File: src/sv/tiba_pkg.sv
// shared constants and types of the temporal band-pass amplifier
`timescale 1ns / 1ps

package tiba_pkg;

    localparam int SW          = 16;
    localparam int STORE_DEPTH = 16384;
    localparam int LEVELS      = 4;
    localparam int ADDR_W      = $clog2(STORE_DEPTH);
    localparam int PIX_ADDR_W  = 14;
    localparam int LEVEL_W     = 3;
    localparam int COEF_W      = 16;
    localparam int GAIN_W      = 16;
    localparam int COEF_FRAC   = 16;
    localparam int GAIN_FRAC   = 8;
    localparam int CFG_IDX_W   = 3;
    localparam int CFG_DATA_W  = 16;

    localparam int IN_DATA_W   = ((PIX_ADDR_W + 3 * SW + 7) / 8) * 8;
    localparam int IN_USER_W   = 1 + LEVEL_W;
    localparam int OUT_DATA_W  = ((3 * SW + 7) / 8) * 8;

    localparam logic [CFG_IDX_W-1:0] REG_HIGH_CUTOFF = 3'd0;
    localparam logic [CFG_IDX_W-1:0] REG_LOW_CUTOFF  = 3'd1;
    localparam logic [CFG_IDX_W-1:0] REG_CHROMA      = 3'd2;
    localparam logic [CFG_IDX_W-1:0] REG_GAIN_ONE    = 3'd3;
    localparam logic [CFG_IDX_W-1:0] REG_GAIN_TWO    = 3'd4;
    localparam logic [CFG_IDX_W-1:0] REG_GAIN_THREE  = 3'd5;

    localparam logic [COEF_W-1:0] HIGH_CUTOFF_RESET = 16'd26214;
    localparam logic [COEF_W-1:0] LOW_CUTOFF_RESET  = 16'd3277;
    localparam logic [COEF_W-1:0] CHROMA_RESET      = 16'd6554;
    localparam logic [GAIN_W-1:0] GAIN_RESET        = 16'd2560;

    typedef logic signed [SW-1:0] sample_t;
    typedef sample_t [2:0] trio_t;

    typedef struct packed {
        logic [COEF_W-1:0] high_cutoff_coef;
        logic [COEF_W-1:0] low_cutoff_coef;
        logic [COEF_W-1:0] chroma_factor;
        logic [GAIN_W-1:0] gain_level_one;
        logic [GAIN_W-1:0] gain_level_two;
        logic [GAIN_W-1:0] gain_level_three;
    } cfg_t;

    typedef struct packed {
        logic               first;
        logic [LEVEL_W-1:0] level;
        logic [ADDR_W-1:0]  addr;
        trio_t              chan;
    } item_t;

    typedef struct packed {
        logic               valid;
        logic               first;
        logic [LEVEL_W-1:0] level;
        trio_t              fast;
        trio_t              slow;
    } state_t;

endpackage

File: src/sv/tiba_out_fifo.sv
// two-entry output buffer between the pipeline and the result channel
`timescale 1ns / 1ps

module tiba_out_fifo (
    input  logic            aclk,
    input  logic            aresetn,
    input  logic            push,
    input  tiba_pkg::trio_t din,
    output logic            space,
    output logic            m_tvalid,
    input  logic            m_tready,
    output tiba_pkg::trio_t dout
);

    logic [1:0]      count_reg;
    logic [1:0]      count_next;
    tiba_pkg::trio_t ent0_reg;
    tiba_pkg::trio_t ent1_reg;
    logic            pop;
    logic [1:0]      wpos;

    assign pop        = m_tvalid && m_tready;
    assign wpos       = count_reg - {1'b0, pop};
    assign count_next = count_reg + {1'b0, push} - {1'b0, pop};

    always_ff @(posedge aclk) begin
        if (!aresetn) begin
            count_reg <= 2'd0;
        end else begin
            count_reg <= count_next;
        end
    end

    always_ff @(posedge aclk) begin
        if (push && wpos == 2'd0) begin
            ent0_reg <= din;
        end else if (pop) begin
            ent0_reg <= ent1_reg;
        end
        if (push && wpos == 2'd1) begin
            ent1_reg <= din;
        end
    end

    assign space    = (count_reg != 2'd2);
    assign m_tvalid = (count_reg != 2'd0);
    assign dout     = ent0_reg;

endmodule

File: config.mk
export PLATFORM = sky130hd
export DESIGN_NAME = tiba_out_fifo
export DESIGN_NICKNAME = d
export VERILOG_FILES = /design/src/sv/tiba_pkg.sv /design/src/sv/tiba_out_fifo.sv
export SDC_FILE = /design/constraint.sdc
export NUM_CORES = 1
export LEC_CHECK = 0
export ABC_CLOCK_PERIOD_IN_PS = 8109
export BUFFER_PORTS_ARGS = -buffer_cell sky130_fd_sc_hd__buf_2
export CORE_UTILIZATION = 55
export DETAILED_ROUTE_END_ITERATION = 10
export PLACE_DENSITY_LB_ADDON = 0.08
export SLEW_MARGIN = 10
export SYNTH_ARGS = -nofsm -noshare
export SYNTH_HDL_FRONTEND = slang
export SYNTH_SLANG_ARGS = --single-unit
File: constraint.sdc
create_clock -name aclk -period 8.11 [get_ports aclk]
set_input_delay 0.4055 -clock aclk [delete_from_list [all_inputs] [get_ports aclk]]
set_output_delay 0.4055 -clock aclk [all_outputs]
set_load 0.02 [all_outputs]
; After elaboration in Yosys (flattened, before gate mapping)
; Cells that the tools add are included.
; W data, S select, Z words.
[classes]
n_mux = 2
reduce_logical = 6
addsub = 3
n_eq_ne = 2
[ops]
columns = cell, count
row1 = $mux W48, 2
row2 = $reduce_bool A2 Y1, 2
row3 = $sub A2 B1 Y2, 2
row4 = $logic_and A1 B1 Y1, 3
row5 = $add A2 B1 Y2, 1
row6 = $eq A2 B1 Y1 const B, 1
row7 = $logic_not A2 Y1, 1
row8 = $ne A2 B2 Y1 const B, 1
[word_totals]
out_inout_bits = 50
regBits = 98
input_bits = 52
wordCells = 20

; Logic depth before layout (Yosys ltp)
[logic_depth]
word_depth = 6
mapped_depth = 7
depth_no_buf = 7

; Worst setup path after synthesis
; Ideal clock, no wire load.
[synth_path]
kind = reg-to-reg
startpoint = register count_reg[1]
endpoint = register ent1_reg[0] (netlist name), enable pin
setup_time_ps = 523
period_less_slack_ps = 5017
t_arrival_ps = 4494
setup_slack_ps = 3093
required_ps = 7587
stages_incl_launch_ff = 5
n_path_buf = 0
cell_sequence = dfxtp_1 o21ai_0 inv_1 ha_1 nor3b_1
[synth_between]
elab_chain_len = 5
[synth_rtl]
columns = item, line
row1 = from (decl), tiba_out_fifo.sv:15  ; logic [1:0] count_reg;
row2 = from (signal assigned), tiba_out_fifo.sv:30  ; count_reg <= count_next;
row3 = $reduce_bool A2 Y1, tiba_out_fifo.sv:46  ; assign m_tvalid = (count_reg != 2'd0);
row4 = $logic_and A1 B1 Y1, tiba_out_fifo.sv:22  ; assign pop = m_tvalid && m_tready;
row5 = $sub A2 B1 Y2 *, tiba_out_fifo.sv:23  ; assign wpos = count_reg - {1'b0, pop};
row6 = $eq A2 B1 Y1 *, tiba_out_fifo.sv:40  ; if (push && wpos == 2'd1) begin
row7 = $logic_and A1 B1 Y1 *, tiba_out_fifo.sv:40
row8 = to (signal assigned), tiba_out_fifo.sv:41  ; ent1_reg <= din;
row9 = to (decl), tiba_out_fifo.sv:18  ; tiba_pkg::trio_t ent1_reg;
; Mark *: on every way between the ends. The rest lies on a longest branch, timed or not.
; A chain may end at the register's enable or synchronous reset.

; Worst setup path after layout
[layout_path]
startpoint = register count_reg[1]
endpoint = register ent0_reg, in the netlist dout[23], enable pin
[layout_between]
elab_chain_len = 6
[layout_rtl]
columns = item, line
row1 = $reduce_bool A2 Y1, tiba_out_fifo.sv:46
row2 = $logic_and A1 B1 Y1, tiba_out_fifo.sv:22
row3 = $sub A2 B1 Y2, tiba_out_fifo.sv:23
row4 = $logic_not A2 Y1, tiba_out_fifo.sv:35  ; if (push && wpos == 2'd0) begin
row5 = $logic_and A1 B1 Y1, tiba_out_fifo.sv:35
row6 = $reduce_bool A2 Y1 (no line) *, --
row7 = to (signal assigned), tiba_out_fifo.sv:36  ; ent0_reg <= din;
row8 = to (signal assigned), tiba_out_fifo.sv:38  ; ent0_reg <= ent1_reg;
row9 = to (decl), tiba_out_fifo.sv:17  ; tiba_pkg::trio_t ent0_reg;
; Marked as above.

==> results.cfg <==
[logic_synthesis]
synth-seq-cells = 98
synthXorXnorAreaFrac_pct = 0.240
synth_top_family_by_area = multiplexers
netlist_area_um2 = 3650
syn_inst = 167
syn_area_per_cell_um2 = 21.9
yosysMostFrequentCell = edfxtp_1
synthTopCellsByCount = edfxtp_1 (96), mux2_2 (39), mux2_4 (9)
yosys-top-cells-area = edfxtp_1 (79%), mux2_2 (12%), mux2_4 (3.7%)
synthAdderAreaFrac_pct = 0.685
yosysSeqAreaShare_pct = 80.0
synthSimpleGateAreaFrac_pct = 1.58
synth_cell_type_count = 17
synth_edf_count = 96
synth_compound_area_share_pct = 0.137
synth_top_area_share_pct = 78.9
yosys.area.top_type = edfxtp_1
async_reset_ff_share_pct = 0
yosys_warnings = 0
synth_ff_type = edfxtp_1
synth_mux_area_share_pct = 16.0
synth_nets = 221

[route]
vias = 1826
ant_nets = 0
wl_um = 5530
drc = 0
drtIter0Drc = 119
wire_per_inst_um = 15.4
firstDrtPassIters = 4
routed_via_density = 5.10

[grt]
antenna_found_initial = 0
grt_pass1_vias = 1796
gr-total-overflow = 0
grt_pass1_wl_um = 8850
grt_use_total_pct = 16.8
grt_max_degree = 50

[clock_network]
cts-root-buf = clkbuf_8
worstSkewPairLatency_ps = 350
clock_sinks = 98
htreeDepth = 3
clk_pin_slew_ps = 100
numCtsBuffers = 9
postCtsHoldBufs = 0
cts_tree = yes
cts_buffer_depth = 2
cts_resized = 0
postCtsSetupRepairBufs = 0

[pwr]
p_leak_uw = 0.00174
ir_worst_vdd_v = 0.000445
power.density_nw_per_um2 = 412
finalPower_uw = 1830

[final_layout]
fin_cells = 358
final_nets = 330
antenna_cells = 0
nFillCells = 427
syn_to_final_growth_pct = 21.5
drive_gt1_share_pct = 60.9

[sta]
hold_viol = 0
finalSetupViolCount = 0
relSlewSlack_pct = 45.0
tightest_slew_ps = 822
max_freq_mhz = 361
finalCritPeriodShare_pct = 34.2
maxSlewViolCount = 0
setup_tns_ps = 0
period_needed_ps = 2770
clock_skew_ps = 11.8
rsz0062_at_grt = false
setup_slack_ps = 5340

[placement]
place_ws_ps = 5260
dp.cells = 342
gp_congestion = 0.666
port_buffers = 101
dpl.hpwl_um = 3570

[die]
initial_core_util_pct = 57.2
core_region_area_um2 = 6390
fp.dieArea_um2 = 6970
fp.dieW_um = 83.5
num_rows = 29
io_pins = 102
die_h_um = 83.5

[setup_path]
path_max_fanout = 49
endpoint_kind = flop
path_cells = o21ai_0 -> inv_1 -> ha_1 -> nand3b_4 -> nand2_2 -> buf_4
critical_path_arrival_ps = 2750
critPathRequiredTime_ps = 8090
slowest_stage = nand3b_4
start_kind = flop
worstSetupPathType = reg2reg
critical-path-max-stage-delay_ps = 590

[outcome]
status = complete, no violations

[run]
maxCapViolCount = 0

[hold_path]
hold_class = in2reg
==> power by group <==
part           internal [uW]  total [uW]  switching [uW]
sequential               837         884            47.1
clock                    145         309             164
combinational            239         634             396
total                   1220        1830             607
==> layout make-up <==
type / instances / area, um2 / area share (%)
tap: 77 / 96.3 / 2.17
multi-input combinational: 61 / 688 / 15.5
clock inverter: 7 / 76.3 / 1.72
inverter: 3 / 11.3 / 0.254
sequential: 98 / 2920 / 65.8
timing repair buffer: 103 / 520 / 11.7
clock buffer: 9 / 124 / 2.79
==> worst paths after layout <==
path / end / depth (start not counted) / slack, ps / startpoint
max: dout[23]$_DFFE_PP_ / 6 / 5340 / count_reg[1]$_SDFF_PN0_
min: ent1_reg[32]$_DFFE_PP_ / 1 / 240 / din[32]
max reg2reg: dout[23]$_DFFE_PP_ / 6 / 5340 / count_reg[1]$_SDFF_PN0_
min reg2reg: dout[4]$_DFFE_PP_ / 1 / 550 / ent1_reg[4]$_DFFE_PP_
==> critical path, delay by kind of cell, from the launching register on <==
kind	cells	cell delay, ps
adder cells (fa/ha/maj)	1	370
buffers and inverters	2	630
flip-flops	1	350
AND/OR/NAND/NOR	2	790
AO/OA/AOI/OAI	1	260
==> per-stage QoR <==
stage / instance area (um2) / hold slack (ps) / util, %
6_report: 4440 / 242 / 69.5
5_1_grt: 4440 / 219 / 69.5
4_1_cts: 4440 / 224 / 69.5
3_5_place_dp: 4240 / 534 / 66.4
3_3_place_gp: 4240 / 526 / 66.4
2_1_floorplan: 3650 / 504 / -
==> kinds of logic (layout without fill, tap and decap cells) <==
group,after synthesis,count (layout)
AO/OA/AOI/OAI,1,1
flip-flops,98,98
adder cells (fa/ha/maj),2,2
AND/OR/NAND/NOR,8,8
multiplexers,49,49
XOR/XNOR,1,1
buffers and inverters,8,122
==> routing by layer <==
| metal | up-vias | global-route usage [%] | wire (um) |
|---|---|---|---|
| li1 | 878 | - | - |
| met4 | 0 | 7.24 | 76 |
| met2 | 63 | 26.0 | 2640 |
| met1 | 875 | 22.3 | 2480 |
| met5 | - | 0 | 0 |
| met3 | 10 | 5.14 | 338 |
==> placed cells by master, fill, tap and decap left out <==
| cell | n |
|---|---|
| clkinv_2 | 1 |
| and2_1 | 1 |
| or2_2 | 1 |
| inv_1 | 3 |
| inv_6 | 2 |
| clkinv_4 | 1 |
| buf_2 | 101 |
| nand2_2 | 1 |
| buf_4 | 2 |
| mux2_4 | 9 |
| clkbuf_8 | 9 |
| nand2b_1 | 1 |
| nand3b_4 | 1 |
| nand2_1 | 2 |
| o21ai_0 | 1 |
| dfxtp_1 | 2 |
| clkinvlp_4 | 2 |
| mux2i_1 | 1 |
| edfxtp_1 | 96 |
| ha_1 | 2 |
| bufinv_16 | 1 |
| mux2_2 | 39 |
| nor3b_2 | 1 |
| xor2_1 | 1 |
(Power assumes the default switching activity.)
