`config.mk`:
```
export PLATFORM = sky130hd
export DESIGN_NAME = tiba_amplify
export DESIGN_NICKNAME = d
export VERILOG_FILES = /design/src/sv/tiba_pkg.sv /design/src/sv/tiba_amplify.sv
export SDC_FILE = /design/constraint.sdc
export NUM_CORES = 2
export LEC_CHECK = 0
export BUFFER_PORTS_ARGS = -buffer_cell sky130_fd_sc_hd__buf_2
export CELL_PAD_IN_SITES_DETAIL_PLACEMENT = 1
export CELL_PAD_IN_SITES_GLOBAL_PLACEMENT = 1
export CORE_MARGIN = 1.5
export CORE_UTILIZATION = 40
export CTS_CLUSTER_SIZE = 12
export DETAILED_ROUTE_END_ITERATION = 16
export PLACE_DENSITY = 0.75
export SLEW_MARGIN = 20
export SYNTH_ARGS = -nofsm -noshare
export SYNTH_HDL_FRONTEND = slang
export SYNTH_SLANG_ARGS = --single-unit
```
`constraint.sdc`:
```
create_clock -name aclk -period 25.2 [get_ports aclk]
set_clock_uncertainty 0.15 [all_clocks]
set_input_delay 2.52 -clock aclk [delete_from_list [all_inputs] [get_ports aclk]]
set_output_delay 2.52 -clock aclk [all_outputs]
set_load 0.01 [all_outputs]
```
`src/sv/tiba_pkg.sv`:
```
// shared constants and types of the temporal band-pass amplifier
`timescale 1ns / 1ps

package tiba_pkg;

    localparam int SW          = 16;
    localparam int STORE_DEPTH = 16384;
    localparam int LEVELS      = 4;
    localparam int ADDR_W      = $clog2(STORE_DEPTH);
    localparam int PIX_ADDR_W  = 14;
    localparam int LEVEL_W     = 3;
    localparam int COEF_W      = 16;
    localparam int GAIN_W      = 16;
    localparam int COEF_FRAC   = 16;
    localparam int GAIN_FRAC   = 8;
    localparam int CFG_IDX_W   = 3;
    localparam int CFG_DATA_W  = 16;

    localparam int IN_DATA_W   = ((PIX_ADDR_W + 3 * SW + 7) / 8) * 8;
    localparam int IN_USER_W   = 1 + LEVEL_W;
    localparam int OUT_DATA_W  = ((3 * SW + 7) / 8) * 8;

    localparam logic [CFG_IDX_W-1:0] REG_HIGH_CUTOFF = 3'd0;
    localparam logic [CFG_IDX_W-1:0] REG_LOW_CUTOFF  = 3'd1;
    localparam logic [CFG_IDX_W-1:0] REG_CHROMA      = 3'd2;
    localparam logic [CFG_IDX_W-1:0] REG_GAIN_ONE    = 3'd3;
    localparam logic [CFG_IDX_W-1:0] REG_GAIN_TWO    = 3'd4;
    localparam logic [CFG_IDX_W-1:0] REG_GAIN_THREE  = 3'd5;

    localparam logic [COEF_W-1:0] HIGH_CUTOFF_RESET = 16'd26214;
    localparam logic [COEF_W-1:0] LOW_CUTOFF_RESET  = 16'd3277;
    localparam logic [COEF_W-1:0] CHROMA_RESET      = 16'd6554;
    localparam logic [GAIN_W-1:0] GAIN_RESET        = 16'd2560;

    typedef logic signed [SW-1:0] sample_t;
    typedef sample_t [2:0] trio_t;

    typedef struct packed {
        logic [COEF_W-1:0] high_cutoff_coef;
        logic [COEF_W-1:0] low_cutoff_coef;
        logic [COEF_W-1:0] chroma_factor;
        logic [GAIN_W-1:0] gain_level_one;
        logic [GAIN_W-1:0] gain_level_two;
        logic [GAIN_W-1:0] gain_level_three;
    } cfg_t;

    typedef struct packed {
        logic               first;
        logic [LEVEL_W-1:0] level;
        logic [ADDR_W-1:0]  addr;
        trio_t              chan;
    } item_t;

    typedef struct packed {
        logic               valid;
        logic               first;
        logic [LEVEL_W-1:0] level;
        trio_t              fast;
        trio_t              slow;
    } state_t;

endpackage

```
`src/sv/tiba_amplify.sv`:
```
// band-pass difference, level gain, chroma scaling and saturation stages
`timescale 1ns / 1ps

module tiba_amplify (
    input  logic             aclk,
    input  logic             aresetn,
    input  tiba_pkg::cfg_t   cfg,
    input  logic             adv,
    input  tiba_pkg::state_t st_in,
    output logic             out_valid,
    output tiba_pkg::trio_t  out_data
);

    localparam int BP_W  = tiba_pkg::SW + 1 + tiba_pkg::GAIN_W + 1;
    localparam int Y1_W  = BP_W - tiba_pkg::GAIN_FRAC;
    localparam int CP_W  = Y1_W + tiba_pkg::COEF_W + 1;
    localparam int Y2_W  = CP_W - tiba_pkg::COEF_FRAC;
    localparam int GHALF = 1 << (tiba_pkg::GAIN_FRAC - 1);
    localparam int CHALF = 1 << (tiba_pkg::COEF_FRAC - 1);

    localparam logic signed [Y2_W-1:0] SAT_MAX =
        {{(Y2_W - tiba_pkg::SW + 1){1'b0}}, {(tiba_pkg::SW - 1){1'b1}}};
    localparam logic signed [Y2_W-1:0] SAT_MIN = ~SAT_MAX;

    typedef logic signed [Y1_W-1:0] y1_t;
    typedef logic signed [Y2_W-1:0] y2_t;

    logic                        s3_valid_reg;
    logic                        s3_first_reg;
    y1_t                         s3_y_reg [3];
    logic                        s4_valid_reg;
    logic                        s4_first_reg;
    y2_t                         s4_y_reg [3];
    logic [tiba_pkg::GAIN_W-1:0] gain;
    y1_t                         y1_next [3];
    y2_t                         y2_next [3];

    function automatic logic [tiba_pkg::GAIN_W-1:0] level_gain(
            input logic [tiba_pkg::LEVEL_W-1:0] lvl);
        logic [tiba_pkg::GAIN_W-1:0] g;
        priority if (lvl == '0 || int'(lvl) >= tiba_pkg::LEVELS) begin
            g = '0;
        end else if (int'(lvl) == 1) begin
            g = cfg.gain_level_one;
        end else if (int'(lvl) == 2) begin
            g = cfg.gain_level_two;
        end else begin
            g = cfg.gain_level_three;
        end
        return g;
    endfunction

    function automatic y1_t apply_gain(input tiba_pkg::sample_t f,
                                       input tiba_pkg::sample_t s,
                                       input logic [tiba_pkg::GAIN_W-1:0] g);
        logic signed [tiba_pkg::SW:0] band;
        logic signed [BP_W-1:0]       p;
        logic signed [BP_W-1:0]       r;
        band = (tiba_pkg::SW + 1)'(f) - (tiba_pkg::SW + 1)'(s);
        p    = BP_W'(band) * BP_W'($signed({1'b0, g}));
        r    = (p + BP_W'(GHALF)) >>> tiba_pkg::GAIN_FRAC;
        return r[Y1_W-1:0];
    endfunction

    function automatic y2_t apply_chroma(input y1_t y,
                                         input logic [tiba_pkg::COEF_W-1:0] c);
        logic signed [CP_W-1:0] p;
        logic signed [CP_W-1:0] r;
        p = CP_W'(y) * CP_W'($signed({1'b0, c}));
        r = (p + CP_W'(CHALF)) >>> tiba_pkg::COEF_FRAC;
        return r[Y2_W-1:0];
    endfunction

    function automatic tiba_pkg::sample_t saturate(input y2_t v);
        tiba_pkg::sample_t o;
        priority if (v > SAT_MAX) begin
            o = SAT_MAX[tiba_pkg::SW-1:0];
        end else if (v < SAT_MIN) begin
            o = SAT_MIN[tiba_pkg::SW-1:0];
        end else begin
            o = v[tiba_pkg::SW-1:0];
        end
        return o;
    endfunction

    assign gain = level_gain(st_in.level);

    always_comb begin
        for (int ch = 0; ch < 3; ch++) begin
            y1_next[ch] = apply_gain(st_in.fast[ch], st_in.slow[ch], gain);
        end
        y2_next[0] = Y2_W'(s3_y_reg[0]);
        for (int ch = 1; ch < 3; ch++) begin
            y2_next[ch] = apply_chroma(s3_y_reg[ch], cfg.chroma_factor);
        end
    end

    always_ff @(posedge aclk) begin
        if (!aresetn) begin
            s3_valid_reg <= 1'b0;
            s4_valid_reg <= 1'b0;
        end else if (adv) begin
            s3_valid_reg <= st_in.valid;
            s4_valid_reg <= s3_valid_reg;
        end
    end

    always_ff @(posedge aclk) begin
        if (adv) begin
            s3_first_reg <= st_in.first;
            s4_first_reg <= s3_first_reg;
            for (int ch = 0; ch < 3; ch++) begin
                s3_y_reg[ch] <= y1_next[ch];
                s4_y_reg[ch] <= y2_next[ch];
            end
        end
    end

    always_comb begin
        for (int ch = 0; ch < 3; ch++) begin
            out_data[ch] = s4_first_reg ? '0 : saturate(s4_y_reg[ch]);
        end
    end

    assign out_valid = s4_valid_reg;

endmodule

```
# Yosys cells after proc, flatten, opt, wreduce, memory -nomap -nowiden
# Memories as Yosys holds them, arrays and structs flattened.
# Cells that the tools add are included.
word_totals:
  ff_bits: 4
  mem_bits_rw: 159
  inputBits: 200
  out_inout_bits: 49
  memories: 2
classes:
  n_addsub: 8
  mul: 5
  order_cmp: 7
  n_eq_ne: 2
  n_mux: 14
  reduce_logical: 2
memory_table:
  columns: ["memory", "depth", "word_bits", "read_ports", "rd_clocked_by_memory_dff", "write_ports", "line_no", "source"]
  rows:
  - ["s4_y_reg", 3, 27, 3, 0, 3, "tiba_amplify.sv:33", "y2_t s4_y_reg [3];"]
  - ["s3_y_reg", 3, 26, 3, 0, 3, "tiba_amplify.sv:30", "y1_t s3_y_reg [3];"]
ops:
  columns: ["operator", "n"]
  rows:
  - ["$mux W16", 12]
  - ["$add A34 B9 Y34 const B", 3]
  - ["$mul A17 B17 Y34", 3]
  - ["$add A43 B17 Y43 const B", 2]
  - ["$mul A26 B17 Y43", 2]
  - ["$gt A27 B16 Y1 const B", 3]
  - ["$lt A27 B16 Y1 const B", 3]
  - ["$sub A16 B16 Y17", 3]
  - ["$eq A3 B2 Y1 const B", 1]
  - ["$eq A3 B3 Y1 const B", 1]
  - ["$ge A3 B3 Y1 const B", 1]
  - ["$logic_not A3 Y1", 1]
  - ["$mux W1", 2]
  - ["$logic_or A1 B1 Y1", 1]

# Longest topological paths before layout
depth:
  word_depth: 6
  depth_mapped: 37

# Worst setup path after synthesis
# OpenSTA, ideal clock, no wires.
synth_timing:
  path_kind: "in2reg"
  startpoint: "input st_in[64] (netlist bit)"
  endpoint: "memory s3_y_reg[0][51] (netlist bit) (data pin)"
  arrival_time_ns: 10.401
  slack_ns: 14.389
  stages: 35
  n_path_buf: 2
  path_cell_list: "inv_1 ha_1 fa_1 nor2b_1 o21ai_0 a21boi_0 o21ai_0 a21boi_1 o21ai_0 a21oi_1 o41a_1 o22a_1 clkbuf_1 nor2_1 fa_1 fa_1 clkbuf_1 xnor2_1 xnor2_1 fa_1 fa_1 inv_1 fa_1 inv_1 ha_1 nand2_1 nand2b_1 a21o_1 a221oi_1 o21ai_0 a22oi_1 a21oi_1 a21oi_1 o21bai_1 xnor2_1"
synth_rtl:
  columns: ["item", "line_no", "source"]
  rows:
  - ["start, declared", "tiba_amplify.sv:9", "input tiba_pkg::state_t st_in,"]
  - ["end, declared", "tiba_amplify.sv:30", null]

==> results.toml <==
[outcome]
outcome = "finished, final reports clean"

[clocking]
cts_buffers = 17
cts.htree.levels = 4
clkSlewWorstSetupHoldPaths_ns = 0.09
post-cts-setup-buffers = 0
post_cts_resized = 0
root_buffer = "clkbuf_16"
ctsHoldBuffers = 0
worstSkewPairLatency_ns = 0.55
cts_tree = "done"
clkSinkCount = 162
cts.path.max_buffers = 2

[yosys]
yosysSeqAreaShare_pct = 7.099
ys.warnings.count = 0
ys_top_cells_by_area = "fa_1, ha_1, inv_1, edfxtp_1, nand2_1"
netlist_top_cells_count = "inv_1, fa_1, nand2_1"
synth_seq_cells = 162
synth_ff_type = "edfxtp_1"
synth.top_cell.area_share_pct = 47.73
avgSynthCellArea_um2 = 9.152
yosys.area.top_type = "fa_1"
syn_inst = 7457
async_flop_share_pct = 0
yosysUniqueCellTypes = 82
synth_edf_count = 160
syn_nets = 9874
synthesis.area_um2 = 68250
synth_most_common_cell = "inv_1"

[floorplan]
ios = 249
die-area_um2 = 173100
placementRows = 151
die_x_um = 416.1
initial_utilization_pct = 40.27
die_y_um = 416.1
coreArea_um2 = 169500

[final_layout]
fin_cells = 9733
largest_register_ffs = 80
synthToLayoutAreaGrowth_pct = 6.180
drive_gt1_share_pct = 5.523
fin_nets = 9918
nFillCells = 19765
fin_util_pct = 42.76

[routing]
drtIter0Drc = 2702
vias_per_cell = 5.115
ant_nets = 0
num_vias = 49785
drt-total-wl_um = 195800
drt-pass1-iter-count = 5
wl_per_cell_um = 20.12
drcViolationCount = 0

[worst_setup_path]
path_class = "input pin to register"
crit_fanout = 13
cp-end-kind = "register"
crit_arrival_ns = 12.61
slowest_delay_ns = 0.79
cp_slowest_cell = "fa_1"
cp.required_ns = 25.35
cp_common_cell = "fa_1"
cp-start-kind = "input pin"

[placed_design]
place.port_buffers = 216
dp.cells = 9700
gp_congestion = 0.8747
dp_hpwl_um = 158100

[grt]
antenna_found_initial = 5
grt_usage_pct = 23.62
grt_pass1_vias = 58023
met1_usage_pct = 30.80
grt_overflow_total = 0
met2_usage_pct = 40.76
grt_pass1_wl_um = 318000
grt-busiest-layer = "met2"
grt_max_degree = 69
gr-usage-met3_pct = 2.808

[hold_path]
hold_class = "register to register"

[sta]
final-hold-violation-count = 0
max_freq_ghz = 0.08029
setup_viol = 0
whs_ns = 0.2728
finalCritPeriodShare_pct = 49.43
slew_viol_final = 0
tightest_slew_ns = 1.179
min_period_ns = 12.46
tns_ns = 0
rsz0062_at_grt = "false"
max_slew_margin_pct = 20.85

[flow_run]
maxCapViolCount = 0
==> layout make-up <==
cell class	count	area, µm²	share of cell area (%)
clock inverters	15	230.2	0.3177
multi-input cells	5070	55130	76.08
diodes	1	2.502	0.003453
clock buffers	17	425.4	0.5871
repair buffers	305	1758	2.426
flip-flops and latches	162	4845	6.686
inverters	1945	7301	10.07
well taps	2218	2775	3.830
==> through the flow <==
step,cell area (µm²),setup slack [ns]
after floorplan,68250,14.39
after global placement,71780,12.27
after detailed placement,71800,12.12
after CTS,72450,12.71
after global routing,72460,12.01
final,72460,12.74
==> path summary, 6_finish.rpt <==
path	start	to	slack [ns]	cells after the start
worst max register to register	s3_y_reg[0][64]$_DFFE_PP_	s4_y_reg[0][80]$_DFFE_PP_	17.07	23
worst min register to register	s3_first_reg$_DFFE_PP_	s4_first_reg$_DFFE_PP_	0.27	0
worst max-delay path	st_in[16]	s3_y_reg[0][51]$_DFFE_PP_	12.74	33
worst min-delay path	s3_first_reg$_DFFE_PP_	s4_first_reg$_DFFE_PP_	0.27	0
==> logic make-up (layout without fill, tap and decap cells) <==
family / Yosys count / after routing / synth area share [%]
mux: 20 / 20 / 0.3282
compound gates: 425 / 425 / 4.164
xor+xnor: 226 / 226 / 2.900
simple gates: 2166 / 2166 / 14.46
fa+ha+maj: 2233 / 2233 / 58.78
flops: 162 / 162 / 7.099
buf+inv: 2225 / 2282 / 12.27
other cells: 0 / 1 / 0
==> metal layers <==
| metal | routed length [µm] | part of all wire, % |
|---|---|---|
| met5 | 0 | 0 |
| met4 | 6645 | 3.4 |
| met3 | 9946 | 5.1 |
| met2 | 96210 | 49 |
| met1 | 82980 | 42 |
==> worst max-delay path: cells and delay by family <==
| kind | cells | cell delay, ns |
|---|---|---|
| buffers and inverters | 3 | 0.19 |
| and+or+nand+nor | 4 | 0.52 |
| xor gates and xnor gates | 3 | 1.15 |
| adders and majority gates | 8 | 3.95 |
| AOI/OAI and AO/OA | 15 | 4.27 |
==> layout by cell type, fill, tap and decap left out, types with 16 or more instances in the layout <==
cell type	netlist	final
inv_1	1945	1945
fa_1	1627	1627
nand2_1	808	805
nor2_1	658	657
ha_1	590	590
and2_1	424	424
buf_2	2	215
xnor2_1	161	160
edfxtp_1	160	160
a21oi_1	124	119
buf_4	1	89
a21o_1	69	69
o21ai_0	63	63
xor2_1	65	63
nand2b_1	44	44
nor3_1	34	34
or2_2	33	33
nor2b_1	31	31
nand3_1	27	27
nand4_1	27	27
o21a_1	23	23
o21bai_1	18	18
or3_1	17	17
clkbuf_16	0	17
maj3_1	16	16
Power is not shown: default switching activity piles up to over one toggle a cycle in this logic, so the estimate is an artifact.
